<file path="config.mk">
export PLATFORM = sky130hd
export DESIGN_NAME = single_wire_pulse_width_byte_sender
export DESIGN_NICKNAME = d
export VERILOG_FILES = /design/src/rtl/swpw_pkg.sv /design/src/rtl/single_wire_pulse_width_byte_sender.sv
export SDC_FILE = /design/constraint.sdc
export NUM_CORES = 1
export LEC_CHECK = 0
export ABC_AREA = 1
export BUFFER_PORTS_ARGS = -buffer_cell sky130_fd_sc_hd__buf_2
export CAP_MARGIN = 20
export CELL_PAD_IN_SITES_DETAIL_PLACEMENT = 0
export CELL_PAD_IN_SITES_GLOBAL_PLACEMENT = 1
export CORE_ASPECT_RATIO = 0.7
export CORE_MARGIN = 2
export CORE_UTILIZATION = 30
export DETAILED_ROUTE_END_ITERATION = 6
export PLACE_DENSITY_LB_ADDON = 0.3
export SLEW_MARGIN = 10
export SYNTH_ARGS = -nofsm -noshare
export SYNTH_HDL_FRONTEND = slang
export SYNTH_SLANG_ARGS = --single-unit
</file>
<file path="constraint.sdc">
create_clock -name aclk -period 5.3 [get_ports aclk]
set_clock_uncertainty 0.05 [all_clocks]
set_input_delay 0.53 -clock aclk [delete_from_list [all_inputs] [get_ports aclk]]
set_output_delay 0.53 -clock aclk [all_outputs]
set_load 0.01 [all_outputs]
</file>
<file path="src/rtl/swpw_pkg.sv">
// Package for the single-wire pulse-width byte sender.
// Holds the frame width, field widths, action and register codes, phase encoding
// and reset defaults. Depends on nothing.
package swpw_pkg;

    localparam int FRAME_BITS = 8;
    localparam int DATA_W     = 8;
    localparam int TICK_W     = 16;
    localparam int BITS_W     = $clog2(FRAME_BITS + 1);
    localparam int CFG_IDX_W  = 3;

    typedef logic [TICK_W-1:0]     tick_t;
    typedef logic [BITS_W-1:0]     bits_t;
    typedef logic [FRAME_BITS-1:0] shift_t;

    typedef enum logic [1:0] {
        ACT_TICK  = 2'd0,
        ACT_SEND  = 2'd1,
        ACT_RESET = 2'd2,
        ACT_NOP   = 2'd3
    } action_t;

    typedef enum logic [CFG_IDX_W-1:0] {
        REG_START    = 3'd0,
        REG_RESET    = 3'd1,
        REG_END_LOW  = 3'd2,
        REG_END_HIGH = 3'd3,
        REG_SHORT    = 3'd4,
        REG_LONG     = 3'd5
    } reg_index_t;

    typedef enum logic [6:0] {
        PH_IDLE     = 7'b0000001,
        PH_START    = 7'b0000010,
        PH_BIT_LOW  = 7'b0000100,
        PH_BIT_HIGH = 7'b0001000,
        PH_END_LOW  = 7'b0010000,
        PH_END_HIGH = 7'b0100000,
        PH_RESET    = 7'b1000000
    } phase_t;

    localparam tick_t START_DEFAULT    = 16'd10;
    localparam tick_t RESET_DEFAULT    = 16'd700;
    localparam tick_t END_LOW_DEFAULT  = 16'd10;
    localparam tick_t END_HIGH_DEFAULT = 16'd350;
    localparam tick_t SHORT_DEFAULT    = 16'd4;
    localparam tick_t LONG_DEFAULT     = 16'd12;

    // Bits of the data byte above the frame are dropped; frame positions above
    // the byte are filled with zeros.
    function automatic shift_t load_frame(input logic [DATA_W-1:0] data);
        shift_t s;
        s = '0;
        for (int i = 0; i < FRAME_BITS; i++) begin
            if (i < DATA_W) begin
                s[i] = data[i];
            end
        end
        return s;
    endfunction

endpackage

</file>
<file path="src/rtl/single_wire_pulse_width_byte_sender.sv">
// Top level of the single-wire pulse-width byte sender: input register, phase
// sequencer with zero-length phase skipping, and result register.
// Depends on swpw_pkg.
//
//   channel  direction  handshake          payload
//   s_       in         s_valid/s_ready    s_action, s_data_byte
//   m_       out        m_valid/m_ready    m_line_level, m_busy_res, m_rejected,
//                                          m_frame_done
//   cfg_     in         cfg_wr_en          cfg_index, cfg_wdata
//
// One beat per clock cycle unless the result side stalls; a beat moves from the input
// register to the result register. The input register holds one beat while the result
// register waits, so a result-side stall stops the input side only once both are full.
// A zero-length phase chain resolves in the same cycle through a fixed sequence of
// checks, since skipping only moves forward through the start, bit, end and reset stages.
// Reset (aresetn low, synchronous) returns the sequencer to idle, the wire low
// and every timing register to its default.
module single_wire_pulse_width_byte_sender (
    input  logic                           aclk,
    input  logic                           aresetn,

    input  logic                           s_valid,
    output logic                           s_ready,
    input  logic [1:0]                     s_action,
    input  logic [swpw_pkg::DATA_W-1:0]    s_data_byte,

    output logic                           m_valid,
    input  logic                           m_ready,
    output logic                           m_line_level,
    output logic                           m_busy_res,
    output logic                           m_rejected,
    output logic                           m_frame_done,

    input  logic                           cfg_wr_en,
    input  logic [swpw_pkg::CFG_IDX_W-1:0] cfg_index,
    input  logic [swpw_pkg::TICK_W-1:0]    cfg_wdata
);

    swpw_pkg::tick_t start_reg, reset_len_reg, end_low_reg, end_high_reg;
    swpw_pkg::tick_t short_reg, long_reg;

    logic                        in_valid_reg;
    swpw_pkg::action_t           in_action_reg;
    logic [swpw_pkg::DATA_W-1:0] in_data_reg;

    swpw_pkg::phase_t phase_reg, phase_next;
    swpw_pkg::tick_t  ticks_reg, ticks_next;
    swpw_pkg::bits_t  bits_reg, bits_next;
    swpw_pkg::shift_t shift_reg, shift_next;
    logic             level_reg, level_next;

    logic m_valid_reg;
    logic line_reg, busy_reg, rej_reg, done_reg;

    logic             advance, rej_c, done_c, go, stop;
    swpw_pkg::phase_t cand;
    swpw_pkg::tick_t  dur;

    assign advance = in_valid_reg && (!m_valid_reg || m_ready);
    assign s_ready = !in_valid_reg || advance;

    // Configuration registers.
    always_ff @(posedge aclk) begin
        if (!aresetn) begin
            start_reg     <= swpw_pkg::START_DEFAULT;
            reset_len_reg <= swpw_pkg::RESET_DEFAULT;
            end_low_reg   <= swpw_pkg::END_LOW_DEFAULT;
            end_high_reg  <= swpw_pkg::END_HIGH_DEFAULT;
            short_reg     <= swpw_pkg::SHORT_DEFAULT;
            long_reg      <= swpw_pkg::LONG_DEFAULT;
        end else if (cfg_wr_en) begin
            unique case (cfg_index)
                swpw_pkg::REG_START:    start_reg     <= cfg_wdata;
                swpw_pkg::REG_RESET:    reset_len_reg <= cfg_wdata;
                swpw_pkg::REG_END_LOW:  end_low_reg   <= cfg_wdata;
                swpw_pkg::REG_END_HIGH: end_high_reg  <= cfg_wdata;
                swpw_pkg::REG_SHORT:    short_reg     <= cfg_wdata;
                swpw_pkg::REG_LONG:     long_reg      <= cfg_wdata;
                default: ;
            endcase
        end
    end

    // Input register.
    always_ff @(posedge aclk) begin
        if (!aresetn) begin
            in_valid_reg <= 1'b0;
        end else if (s_ready) begin
            in_valid_reg <= s_valid;
        end
    end

    always_ff @(posedge aclk) begin
        if (s_valid && s_ready) begin
            in_action_reg <= swpw_pkg::action_t'(s_action);
            in_data_reg   <= s_data_byte;
        end
    end

    always_comb begin
        phase_next = phase_reg;
        ticks_next = ticks_reg;
        bits_next  = bits_reg;
        shift_next = shift_reg;
        level_next = level_reg;
        rej_c      = 1'b0;
        done_c     = 1'b0;
        go         = 1'b0;
        stop       = 1'b0;
        cand       = swpw_pkg::PH_IDLE;
        dur        = '0;

        case (in_action_reg)
            swpw_pkg::ACT_TICK: begin
                if (phase_reg != swpw_pkg::PH_IDLE) begin
                    if (ticks_reg > swpw_pkg::tick_t'(1)) begin
                        ticks_next = ticks_reg - swpw_pkg::tick_t'(1);
                    end else begin
                        go = 1'b1;
                        unique case (phase_reg)
                            swpw_pkg::PH_START: begin
                                cand = (bits_reg != '0) ? swpw_pkg::PH_BIT_LOW
                                                        : swpw_pkg::PH_END_LOW;
                            end
                            swpw_pkg::PH_BIT_LOW: cand = swpw_pkg::PH_BIT_HIGH;
                            swpw_pkg::PH_BIT_HIGH: begin
                                shift_next = shift_reg << 1;
                                if (bits_reg != '0) begin
                                    bits_next = bits_reg - swpw_pkg::bits_t'(1);
                                end
                                cand = (bits_next != '0) ? swpw_pkg::PH_BIT_LOW
                                                         : swpw_pkg::PH_END_LOW;
                            end
                            swpw_pkg::PH_END_LOW: cand = swpw_pkg::PH_END_HIGH;
                            default:              cand = swpw_pkg::PH_IDLE;
                        endcase
                    end
                end
            end
            swpw_pkg::ACT_SEND: begin
                if (phase_reg != swpw_pkg::PH_IDLE) begin
                    rej_c = 1'b1;
                end else begin
                    shift_next = swpw_pkg::load_frame(in_data_reg);
                    bits_next  = swpw_pkg::bits_t'(swpw_pkg::FRAME_BITS);
                    cand       = swpw_pkg::PH_START;
                    go         = 1'b1;
                end
            end
            swpw_pkg::ACT_RESET: begin
                if (phase_reg != swpw_pkg::PH_IDLE) begin
                    rej_c = 1'b1;
                end else begin
                    bits_next = '0;
                    cand      = swpw_pkg::PH_RESET;
                    go        = 1'b1;
                end
            end
            default: ;
        endcase

        // Phase entry. Skipping only moves forward through start, bit high, bit low,
        // end low and end high, so one pass over them in that order is enough.
        if (go) begin
            if (cand == swpw_pkg::PH_START) begin
                if (start_reg != '0) begin
                    stop = 1'b1;
                    phase_next = swpw_pkg::PH_START;
                    ticks_next = start_reg;
                    level_next = 1'b1;
                end else begin
                    cand = (bits_next != '0) ? swpw_pkg::PH_BIT_LOW : swpw_pkg::PH_END_LOW;
                end
            end
            if (!stop && cand == swpw_pkg::PH_BIT_HIGH) begin
                dur = shift_next[swpw_pkg::FRAME_BITS-1] ? long_reg : short_reg;
                if (dur != '0) begin
                    stop = 1'b1;
                    phase_next = swpw_pkg::PH_BIT_HIGH;
                    ticks_next = dur;
                    level_next = 1'b1;
                end else begin
                    shift_next = shift_next << 1;
                    if (bits_next != '0) begin
                        bits_next = bits_next - swpw_pkg::bits_t'(1);
                    end
                    cand = (bits_next != '0) ? swpw_pkg::PH_BIT_LOW : swpw_pkg::PH_END_LOW;
                end
            end
            if (!stop && cand == swpw_pkg::PH_BIT_LOW) begin
                if (short_reg == '0 && long_reg == '0) begin
                    // Every remaining bit cell has zero length.
                    shift_next = '0;
                    bits_next  = '0;
                    cand       = swpw_pkg::PH_END_LOW;
                end else begin
                    dur = shift_next[swpw_pkg::FRAME_BITS-1] ? short_reg : long_reg;
                    stop = 1'b1;
                    if (dur != '0) begin
                        phase_next = swpw_pkg::PH_BIT_LOW;
                        ticks_next = dur;
                        level_next = 1'b0;
                    end else begin
                        // The high half is then the nonzero one.
                        phase_next = swpw_pkg::PH_BIT_HIGH;
                        ticks_next = shift_next[swpw_pkg::FRAME_BITS-1] ? long_reg : short_reg;
                        level_next = 1'b1;
                    end
                end
            end
            if (!stop && cand == swpw_pkg::PH_END_LOW) begin
                if (end_low_reg != '0) begin
                    stop = 1'b1;
                    phase_next = swpw_pkg::PH_END_LOW;
                    ticks_next = end_low_reg;
                    level_next = 1'b0;
                end else begin
                    cand = swpw_pkg::PH_END_HIGH;
                end
            end
            if (!stop && cand == swpw_pkg::PH_END_HIGH) begin
                if (end_high_reg != '0) begin
                    stop = 1'b1;
                    phase_next = swpw_pkg::PH_END_HIGH;
                    ticks_next = end_high_reg;
                    level_next = 1'b1;
                end else begin
                    cand = swpw_pkg::PH_IDLE;
                end
            end
            if (!stop && cand == swpw_pkg::PH_RESET) begin
                if (reset_len_reg != '0) begin
                    stop = 1'b1;
                    phase_next = swpw_pkg::PH_RESET;
                    ticks_next = reset_len_reg;
                    level_next = 1'b0;
                end else begin
                    cand = swpw_pkg::PH_IDLE;
                end
            end
            if (!stop) begin
                phase_next = swpw_pkg::PH_IDLE;
                ticks_next = '0;
                done_c     = 1'b1;
            end
        end
    end

    always_ff @(posedge aclk) begin
        if (!aresetn) begin
            phase_reg <= swpw_pkg::PH_IDLE;
            ticks_reg <= '0;
            bits_reg  <= '0;
            shift_reg <= '0;
            level_reg <= 1'b0;
        end else if (advance) begin
            phase_reg <= phase_next;
            ticks_reg <= ticks_next;
            bits_reg  <= bits_next;
            shift_reg <= shift_next;
            level_reg <= level_next;
        end
    end

    // Result register.
    always_ff @(posedge aclk) begin
        if (!aresetn) begin
            m_valid_reg <= 1'b0;
        end else if (advance) begin
            m_valid_reg <= 1'b1;
        end else if (m_ready) begin
            m_valid_reg <= 1'b0;
        end
    end

    always_ff @(posedge aclk) begin
        if (advance) begin
            line_reg <= level_next;
            busy_reg <= (phase_next != swpw_pkg::PH_IDLE);
            rej_reg  <= rej_c;
            done_reg <= done_c;
        end
    end

    assign m_valid      = m_valid_reg;
    assign m_line_level = line_reg;
    assign m_busy_res   = busy_reg;
    assign m_rejected   = rej_reg;
    assign m_frame_done = done_reg;

    a_done_goes_idle: assert property (@(posedge aclk) disable iff (!aresetn)
        advance && done_c |=> phase_reg == swpw_pkg::PH_IDLE && ticks_reg == '0)
        else $error("finished beat left the sequencer busy");

    a_reject_holds_state: assert property (@(posedge aclk) disable iff (!aresetn)
        advance && rej_c |=> $stable(phase_reg) && $stable(ticks_reg) && $stable(bits_reg))
        else $error("rejected command changed the sequencer state");

    a_busy_has_ticks: assert property (@(posedge aclk) disable iff (!aresetn)
        phase_reg != swpw_pkg::PH_IDLE |-> ticks_reg != '0)
        else $error("busy phase with an empty countdown");

    a_bits_bounded: assert property (@(posedge aclk) disable iff (!aresetn)
        bits_reg <= swpw_pkg::bits_t'(swpw_pkg::FRAME_BITS))
        else $error("bit count above the frame width");

endmodule

</file>
# Word-level counts from Yosys, hierarchy flattened
# Index checks and enable logic that the tools add are counted.
# W data, S select, Z words.
dict set report word_totals {
  regBits 148
  latchBits 0
  ram_bits 0
  rom_bits 0
  out_inout_bits 6
  elab_cells 216
  memories 0
}
dict set report op_classes {
  add_sub_neg 3
  mul 0
  n_div 0
  n_lt_le_gt_ge 1
  eq_ne 19
  shifts 0
  muxes 135
  n_bitwise 0
  n_reduce_logical 39
}
# cell count
set op_table {}
lappend op_table {{$mux W16} 22}
lappend op_table {{$mux W7} 31}
lappend op_table {{$reduce_bool A16 Y1} 6}
lappend op_table {{$mux W4} 20}
lappend op_table {{$mux W8} 10}
lappend op_table {{$mux W1} 40}
lappend op_table {{$logic_not A16 Y1} 2}
lappend op_table {{$pmux W6 S4} 1}
lappend op_table {{$pmux W7 S3} 1}
lappend op_table {{$mux W5} 4}
lappend op_table {{$gt A16 B1 Y1 const B} 1}
lappend op_table {{$pmux W8 S2} 1}
lappend op_table {{$reduce_bool A4 Y1} 4}
lappend op_table {{$sub A16 B1 Y16 const B} 1}
lappend op_table {{$eq A7 B2 Y1 const B} 2}
lappend op_table {{$eq A7 B3 Y1 const B} 2}
lappend op_table {{$eq A7 B4 Y1 const B} 2}
lappend op_table {{$eq A7 B5 Y1 const B} 2}
lappend op_table {{$ne A7 B1 Y1 const B} 2}
lappend op_table {{$mux W6} 2}
lappend op_table {{$pmux W4 S3} 1}
lappend op_table {{$reduce_and A2 Y1} 6}
lappend op_table {{$logic_and A1 B1 Y1} 8}
lappend op_table {{$sub A4 B1 Y4 const B} 2}
lappend op_table {{other kinds (15)} 24}

# Depth between registers and ports, before layout
dict set report logic_depth {
  ltp_word 43
  mapped_depth 36
  ltp_nobuf 35
}

# Worst setup path before layout
# Ideal clock, no wire load.
dict set report synth_timing {
  path_kind {reg2reg}
  from {register in_action_reg[0]}
  to {register busy_reg (netlist: m_busy_res) (data pin)}
  setup_time_ps 267
  arrival_ps 3468
  t_required_ps 4983
  slack_ps 1514
  stages_incl_launch_ff 29
  period_less_slack_ps 3786
  path_cell_list {edfxtp_1 inv_1 ha_1 buf_2 nor2_1 nand2_1 clkbuf_1 clkbuf_1 nand3_1 nand2_1 nand2_1 nor2_1 nand2_1 nor2_1 nand3_2 clkbuf_1 nand3_1 nand2_1 nor2_1 nand2_1 nor2_4 nand2_4 inv_2 or2_4 a21oi_1 nand2_1 o21ai_1 nor2_1 nand4_1}
}
dict set report synth_via {
  elab_chain_cells 31
}
# element line
set synth_rtl {}
lappend synth_rtl {{start, declared} single_wire_pulse_width_byte_sender.sv:43} ;# swpw_pkg::action_t in_action_reg;
lappend synth_rtl {{start signal, assigned} single_wire_pulse_width_byte_sender.sv:95} ;# in_action_reg <= swpw_pkg::action_t'(s_action);
lappend synth_rtl {{$eq A2 B2 Y1, or another cell as far along} single_wire_pulse_width_byte_sender.sv:113} ;# case (in_action_reg)
lappend synth_rtl {{$pmux W4 S3} single_wire_pulse_width_byte_sender.sv:113}
lappend synth_rtl {{$sub A4 B1 Y4 / $reduce_bool A4 Y1 (equally long branches)} {single_wire_pulse_width_byte_sender.sv:185, single_wire_pulse_width_byte_sender.sv:172, single_wire_pulse_width_byte_sender.sv:184}}
lappend synth_rtl {{$mux W4} single_wire_pulse_width_byte_sender.sv:184} ;# if (bits_next != '0) begin
lappend synth_rtl {{$mux W4} single_wire_pulse_width_byte_sender.sv:177} ;# if (dur != '0) begin
lappend synth_rtl {{$mux W4} single_wire_pulse_width_byte_sender.sv:175} ;# if (!stop && cand == swpw_pkg::PH_BIT_HIGH) begin
lappend synth_rtl {{$mux W4} single_wire_pulse_width_byte_sender.sv:164} ;# if (go) begin
lappend synth_rtl {{$reduce_bool A4 Y1} single_wire_pulse_width_byte_sender.sv:187} ;# cand = (bits_next != '0) ? swpw_pkg::PH_BIT_LOW : swpw_pkg::PH_END_LOW;
lappend synth_rtl {{[15 not listed]} n/a}
lappend synth_rtl {{$mux W7 / $mux W1 (equally long branches)} single_wire_pulse_width_byte_sender.sv:164}
lappend synth_rtl {{$eq A7 B7 Y1 / $logic_not A1 Y1 (equally long branches)} single_wire_pulse_width_byte_sender.sv:231} ;# if (!stop && cand == swpw_pkg::PH_RESET) begin
lappend synth_rtl {{$logic_and A1 B1 Y1} single_wire_pulse_width_byte_sender.sv:231}
lappend synth_rtl {{$mux W1} single_wire_pulse_width_byte_sender.sv:231}
lappend synth_rtl {{$mux W1} single_wire_pulse_width_byte_sender.sv:164}
lappend synth_rtl {{$mux W7} single_wire_pulse_width_byte_sender.sv:241} ;# if (!stop) begin
lappend synth_rtl {{$mux W7 (*)} single_wire_pulse_width_byte_sender.sv:164}
lappend synth_rtl {{$ne A7 B1 Y1 (*)} single_wire_pulse_width_byte_sender.sv:279} ;# busy_reg <= (phase_next != swpw_pkg::PH_IDLE);
lappend synth_rtl {{end signal, assigned} single_wire_pulse_width_byte_sender.sv:279}
lappend synth_rtl {{end, declared} single_wire_pulse_width_byte_sender.sv:53} ;# logic line_reg, busy_reg, rej_reg, done_reg;
# Every way passes the cells marked *; elsewhere a longest branch is shown, timed or not. The select of a mux whose other input is x is not followed.
# A chain may end at the register's enable or synchronous reset.

# Worst setup path in the final report
dict set report layout_timing {
  from {register in_action_reg[0]}
  to {register ticks_reg[14]}
}
dict set report layout_via {
  elab_chain_cells 30
}
# element line
set layout_rtl {}
lappend layout_rtl {{$eq A2 B2 Y1, or another cell as far along} single_wire_pulse_width_byte_sender.sv:113}
lappend layout_rtl {{$pmux W4 S3} single_wire_pulse_width_byte_sender.sv:113}
lappend layout_rtl {{$sub A4 B1 Y4 / $reduce_bool A4 Y1 (equally long branches)} {single_wire_pulse_width_byte_sender.sv:185, single_wire_pulse_width_byte_sender.sv:172, single_wire_pulse_width_byte_sender.sv:184}}
lappend layout_rtl {{$mux W4} single_wire_pulse_width_byte_sender.sv:184}
lappend layout_rtl {{$mux W4} single_wire_pulse_width_byte_sender.sv:177}
lappend layout_rtl {{$mux W4} single_wire_pulse_width_byte_sender.sv:175}
lappend layout_rtl {{$mux W4} single_wire_pulse_width_byte_sender.sv:164}
lappend layout_rtl {{$reduce_bool A4 Y1} single_wire_pulse_width_byte_sender.sv:187}
lappend layout_rtl {{[14 not listed]} n/a}
lappend layout_rtl {{$mux W7 / $mux W1 (equally long branches)} single_wire_pulse_width_byte_sender.sv:221} ;# if (!stop && cand == swpw_pkg::PH_END_HIGH) begin
lappend layout_rtl {{$mux W7 / $mux W1 (equally long branches)} single_wire_pulse_width_byte_sender.sv:164}
lappend layout_rtl {{$eq A7 B7 Y1 / $logic_not A1 Y1 (equally long branches)} single_wire_pulse_width_byte_sender.sv:231}
lappend layout_rtl {{$logic_and A1 B1 Y1} single_wire_pulse_width_byte_sender.sv:231}
lappend layout_rtl {{$mux W1} single_wire_pulse_width_byte_sender.sv:231}
lappend layout_rtl {{$mux W1} single_wire_pulse_width_byte_sender.sv:164}
lappend layout_rtl {{$mux W16} single_wire_pulse_width_byte_sender.sv:241}
lappend layout_rtl {{$mux W16 (*)} single_wire_pulse_width_byte_sender.sv:164}
lappend layout_rtl {{end signal, assigned} single_wire_pulse_width_byte_sender.sv:258} ;# ticks_reg <= ticks_next;
lappend layout_rtl {{end, declared} single_wire_pulse_width_byte_sender.sv:47} ;# swpw_pkg::tick_t ticks_reg, ticks_next;
# Marks and branches as above.

==> metrics.md <==
| Metric | Value |
|---|---|
| Crit path DAT | `5.20 ns` |
| DP HPWL | `30,140 µm` |
| Post-Synth Adder-Cell Area | `around 1.1%` |
| Max Freq | `204.0 MHz` |
| Synthesized area | `9509 µm²` |
| GRT overflow | `0` |
| Tcrit/Tclk final | `92.49%` |
| TritonRoute pass-1 iters | `5` |
| Final Max Tran Viols | `0` |
| DRT iter0 DRCs | `1,164` |
| IO buf count | `39` |
| Routed via count | `10,420` |
| Hold depth | `1` |
| Starting Density | `between 30% and 40%` |
| XOR/XNOR share of the synthesized area | `1.197%` |
| Vias in the first global route | `roughly 9,300` |
| Compound-gate portion of the synthesized area | `17.91%` |
| Syn Inst Count | `1,539` |
| Wirelength per Cell | `19.93 µm` |
| Die footprint | `~33,000 µm²` |
| Slew HR | `32.02%` |
| Net Count, Synth | `1,581` |
| Row count | `54` |
| Worst R2R Setup Slack | `0.40 ns` |
| Warnings, synthesis | `0` |
| Startpoint Class | `flop` |
| Share of layout cells above drive strength 1 | `9.079%` |
| Post-synthesis simple-gate area fraction | `37.41%` |
| Crit end category | `flop` |
| Largest family of logic cells by synthesized area | `simple AND/OR/NAND/NOR gates` |
| CORE AREA | `31,150 µm²` |
| Maximum VDD drop | `0.0001811 V` |
| Die W | `216.8 µm` |
| Area growth syn-to-layout | `12.42%` |
| Avg Cell Area, Syn | `between 6 and 7 µm²` |
| Clock root buffer | `clkbuf_16` |
| Hold Path Origin | `s_data_byte[1]` |
| Worst Hold Class | `in2reg` |
| Primary FF master, synth | `dfxtp_1` |
| RSZ-0062 raised after global routing | `no` |
| Vias per inst | `~5.3` |
| Slowest CP cell | `ha_1` |
| Num Clock Sinks | `148` |
| CTS Buf Count | `17` |
| WP data required | `5.60 ns` |
| Reg-to-reg startpoint | `in_action_reg[0]$_DFFE_PP_` |
| Antenna violations before repair | `2` |
| Pwr Density | `290.3 nW/µm²` |
| Lkg Pwr | `4.945 nW` |
| Hold Fails Final Rpt | `0` |
| First-pass GRT wire length | `59,320 µm` |
| Outcome | `complete, no violations` |
| N_diodes | `0` |
| Max clock buf depth | `2` |
| Post-synthesis sequential area ratio | `32.63%` |
| Worst reg2reg path endpoint | `ticks_reg[14]$_SDFFE_PN0P_` |
| Clk Latency, worst-skew pair | `0.47 ns` |
| Depth of the worst register-to-register path | `28` |
| Gr usage total | `23.93%` |
| Post-synthesis mux area share | `0%` |
| Detailed Route WL | `approximately 40,000 µm` |
| Power, Total | `3.104 mW` |
| FFs w/ async S/R, synth | `0%` |
| CTS tree | `done` |
| # IOs | `40` |
| Post-route DRC | `0` |
| GPL Wtd Cong | `0.9753` |
| Worst-path clk slew | `around 0.07 ns` |
| H-tree levels | `4` |
| Final setup viols | `0` |
| Die height | `153.0 µm` |
| TNS Setup | `0 ns` |
| Max cap viols | `0` |
| WHS Endpoint | `in_data_reg[1]$_DFFE_PP_` |
| NumNets Final | `1,593` |
| Pin count of the biggest net entering global routing | `a little under 80` |
| Post-synth cell types | `47` |
| Critical path's most frequent cell | `nand2_1` |
| Antenna viol nets, final | `0` |
| Type of the worst setup path | `reg2reg` |
| Post-synth EDFFs | `14` |
| CP max FO | `13` |
| Slowest stage delay, CP | `0.43 ns` |
| Final min period | `4.902 ns` |
| Seq cells post-synth | `148` |
| Worst Tran Pin Value | `1.010 ns` |
what timing repair did:
action                                  CTS  global route
endpoints found under the hold margin     0             0
hold buffers                              0             0
endpoints found under the setup margin    0            22
gates resized for setup                   0             9
buffers inserted                          0             3
metal layers:
layer	up-vias	routed length, µm	global-route usage (%)
li1	5089	-	-
met3	33	4029	6.726
met4	0	534	5.284
met2	454	14570	30.13
met5	-	0	0
met1	4845	20410	38.55
cell usage after synthesis (all sizes together), types with 4 or more instances:
master	n	area, µm²
nand2	427	1648
nor2	201	813.3
inv	163	611.8
o21ai	156	788.3
dfxtp	134	2683
nand3	120	628.1
a21oi	110	550.5
clkbuf	52	195.2
nor4	26	162.7
nand4	22	143.9
o211ai	15	112.6
buf	14	106.3
edfxtp	14	420.4
or2	14	90.08
xor2	10	87.58
nor3	9	45.04
ha	8	100.1
o22ai	6	37.54
a22oi	5	37.54
clkinv	5	18.77
a221oi	4	35.03
layout make-up:
type	instances	area, µm²
fill	3526	20460
multi-input combinational	1157	5517
sequential	148	3103
inverter	168	630.6
tap	420	525.5
clock buffer	20	446.7
timing repair buffer	59	349.1
clock inverter	12	118.9
cell families (layout without fill, tap and decap cells):
group | after synthesis | in the layout
adder cells (fa/ha/maj) | 8 | 8
AND/OR/NAND/NOR | 823 | 823
AO/OA/AOI/OAI | 313 | 313
buffers and inverters | 234 | 259
flip-flops | 148 | 148
XOR/XNOR | 13 | 13
critical path, delay by kind of cell, from the launching register on:
kind            cells  cell delay, ns
simple gates       20            2.89
buf+inv             5            0.69
fa+ha+maj           1            0.43
flops               1            0.42
compound gates      2            0.29
cells in the final DEF, fill, tap and decap left out, drive strengths merged:
cell type / n
o22ai: 6
a32o: 3
and2: 2
inv: 169
xor2: 10
or3: 1
clkbuf: 20
nor4: 26
nand2: 427
o21bai: 3
bufinv: 1
clkinvlp: 4
clkinv: 6
a211oi: 2
a21oi: 110
nand4: 22
o211ai: 15
or2: 14
ha: 8
o2111ai: 3
dfxtp: 134
nand3b: 1
edfxtp: 14
nand3: 120
a22oi: 5
o21ai: 156
a31oi: 2
nor3: 9
xnor2: 3
o221ai: 3
buf: 59
a221oi: 4
nor2: 201
a32oi: 1
worst max path at each step:
stage                               startpoint                         end  cells after the start
floorplan           in_action_reg[0]$_DFFE_PP_        m_busy_res$_DFFE_PP_                     28
global placement     ticks_reg[0]$_SDFFE_PN0P_        m_busy_res$_DFFE_PP_                     28
detailed placement   phase_reg[0]$_SDFFE_PN1P_   ticks_reg[8]$_SDFFE_PN0P_                     27
CTS                  phase_reg[0]$_SDFFE_PN1P_   ticks_reg[8]$_SDFFE_PN0P_                     27
global route         phase_reg[2]$_SDFFE_PN0P_   ticks_reg[6]$_SDFFE_PN0P_                     30
finish              in_action_reg[0]$_DFFE_PP_  ticks_reg[14]$_SDFFE_PN0P_                     28
report_power, final:
| group | internal, mW | switching [mW] | leakage, nW |
|---|---|---|---|
| clock | 0.665 | 0.552 | 0.265 |
| sequential | 1.18 | 0.0496 | 1.23 |
| combinational | 0.180 | 0.474 | 3.45 |
| total | 2.03 | 1.08 | 4.94 |
metrics by stage:
step | area (µm²) | std cells | hold slack [ns] | setup slack [ns] | utilization, %
final | 10690 | 1984 | 0.1908 | 0.3978 | 34.32
after global routing | 10690 | 1984 | 0.1799 | 0.02843 | 34.32
after detailed placement | 10060 | 1949 | 0.4223 | 0.2668 | 32.30
after global placement | 10060 | 1949 | 0.4124 | 0.2423 | 32.30
after CTS | 10630 | 1981 | 0.1756 | 0.2345 | 34.11
after floorplan | 9509 | 1539 | 0.3938 | 1.515 | -
Power figures use the tool's default switching activity.
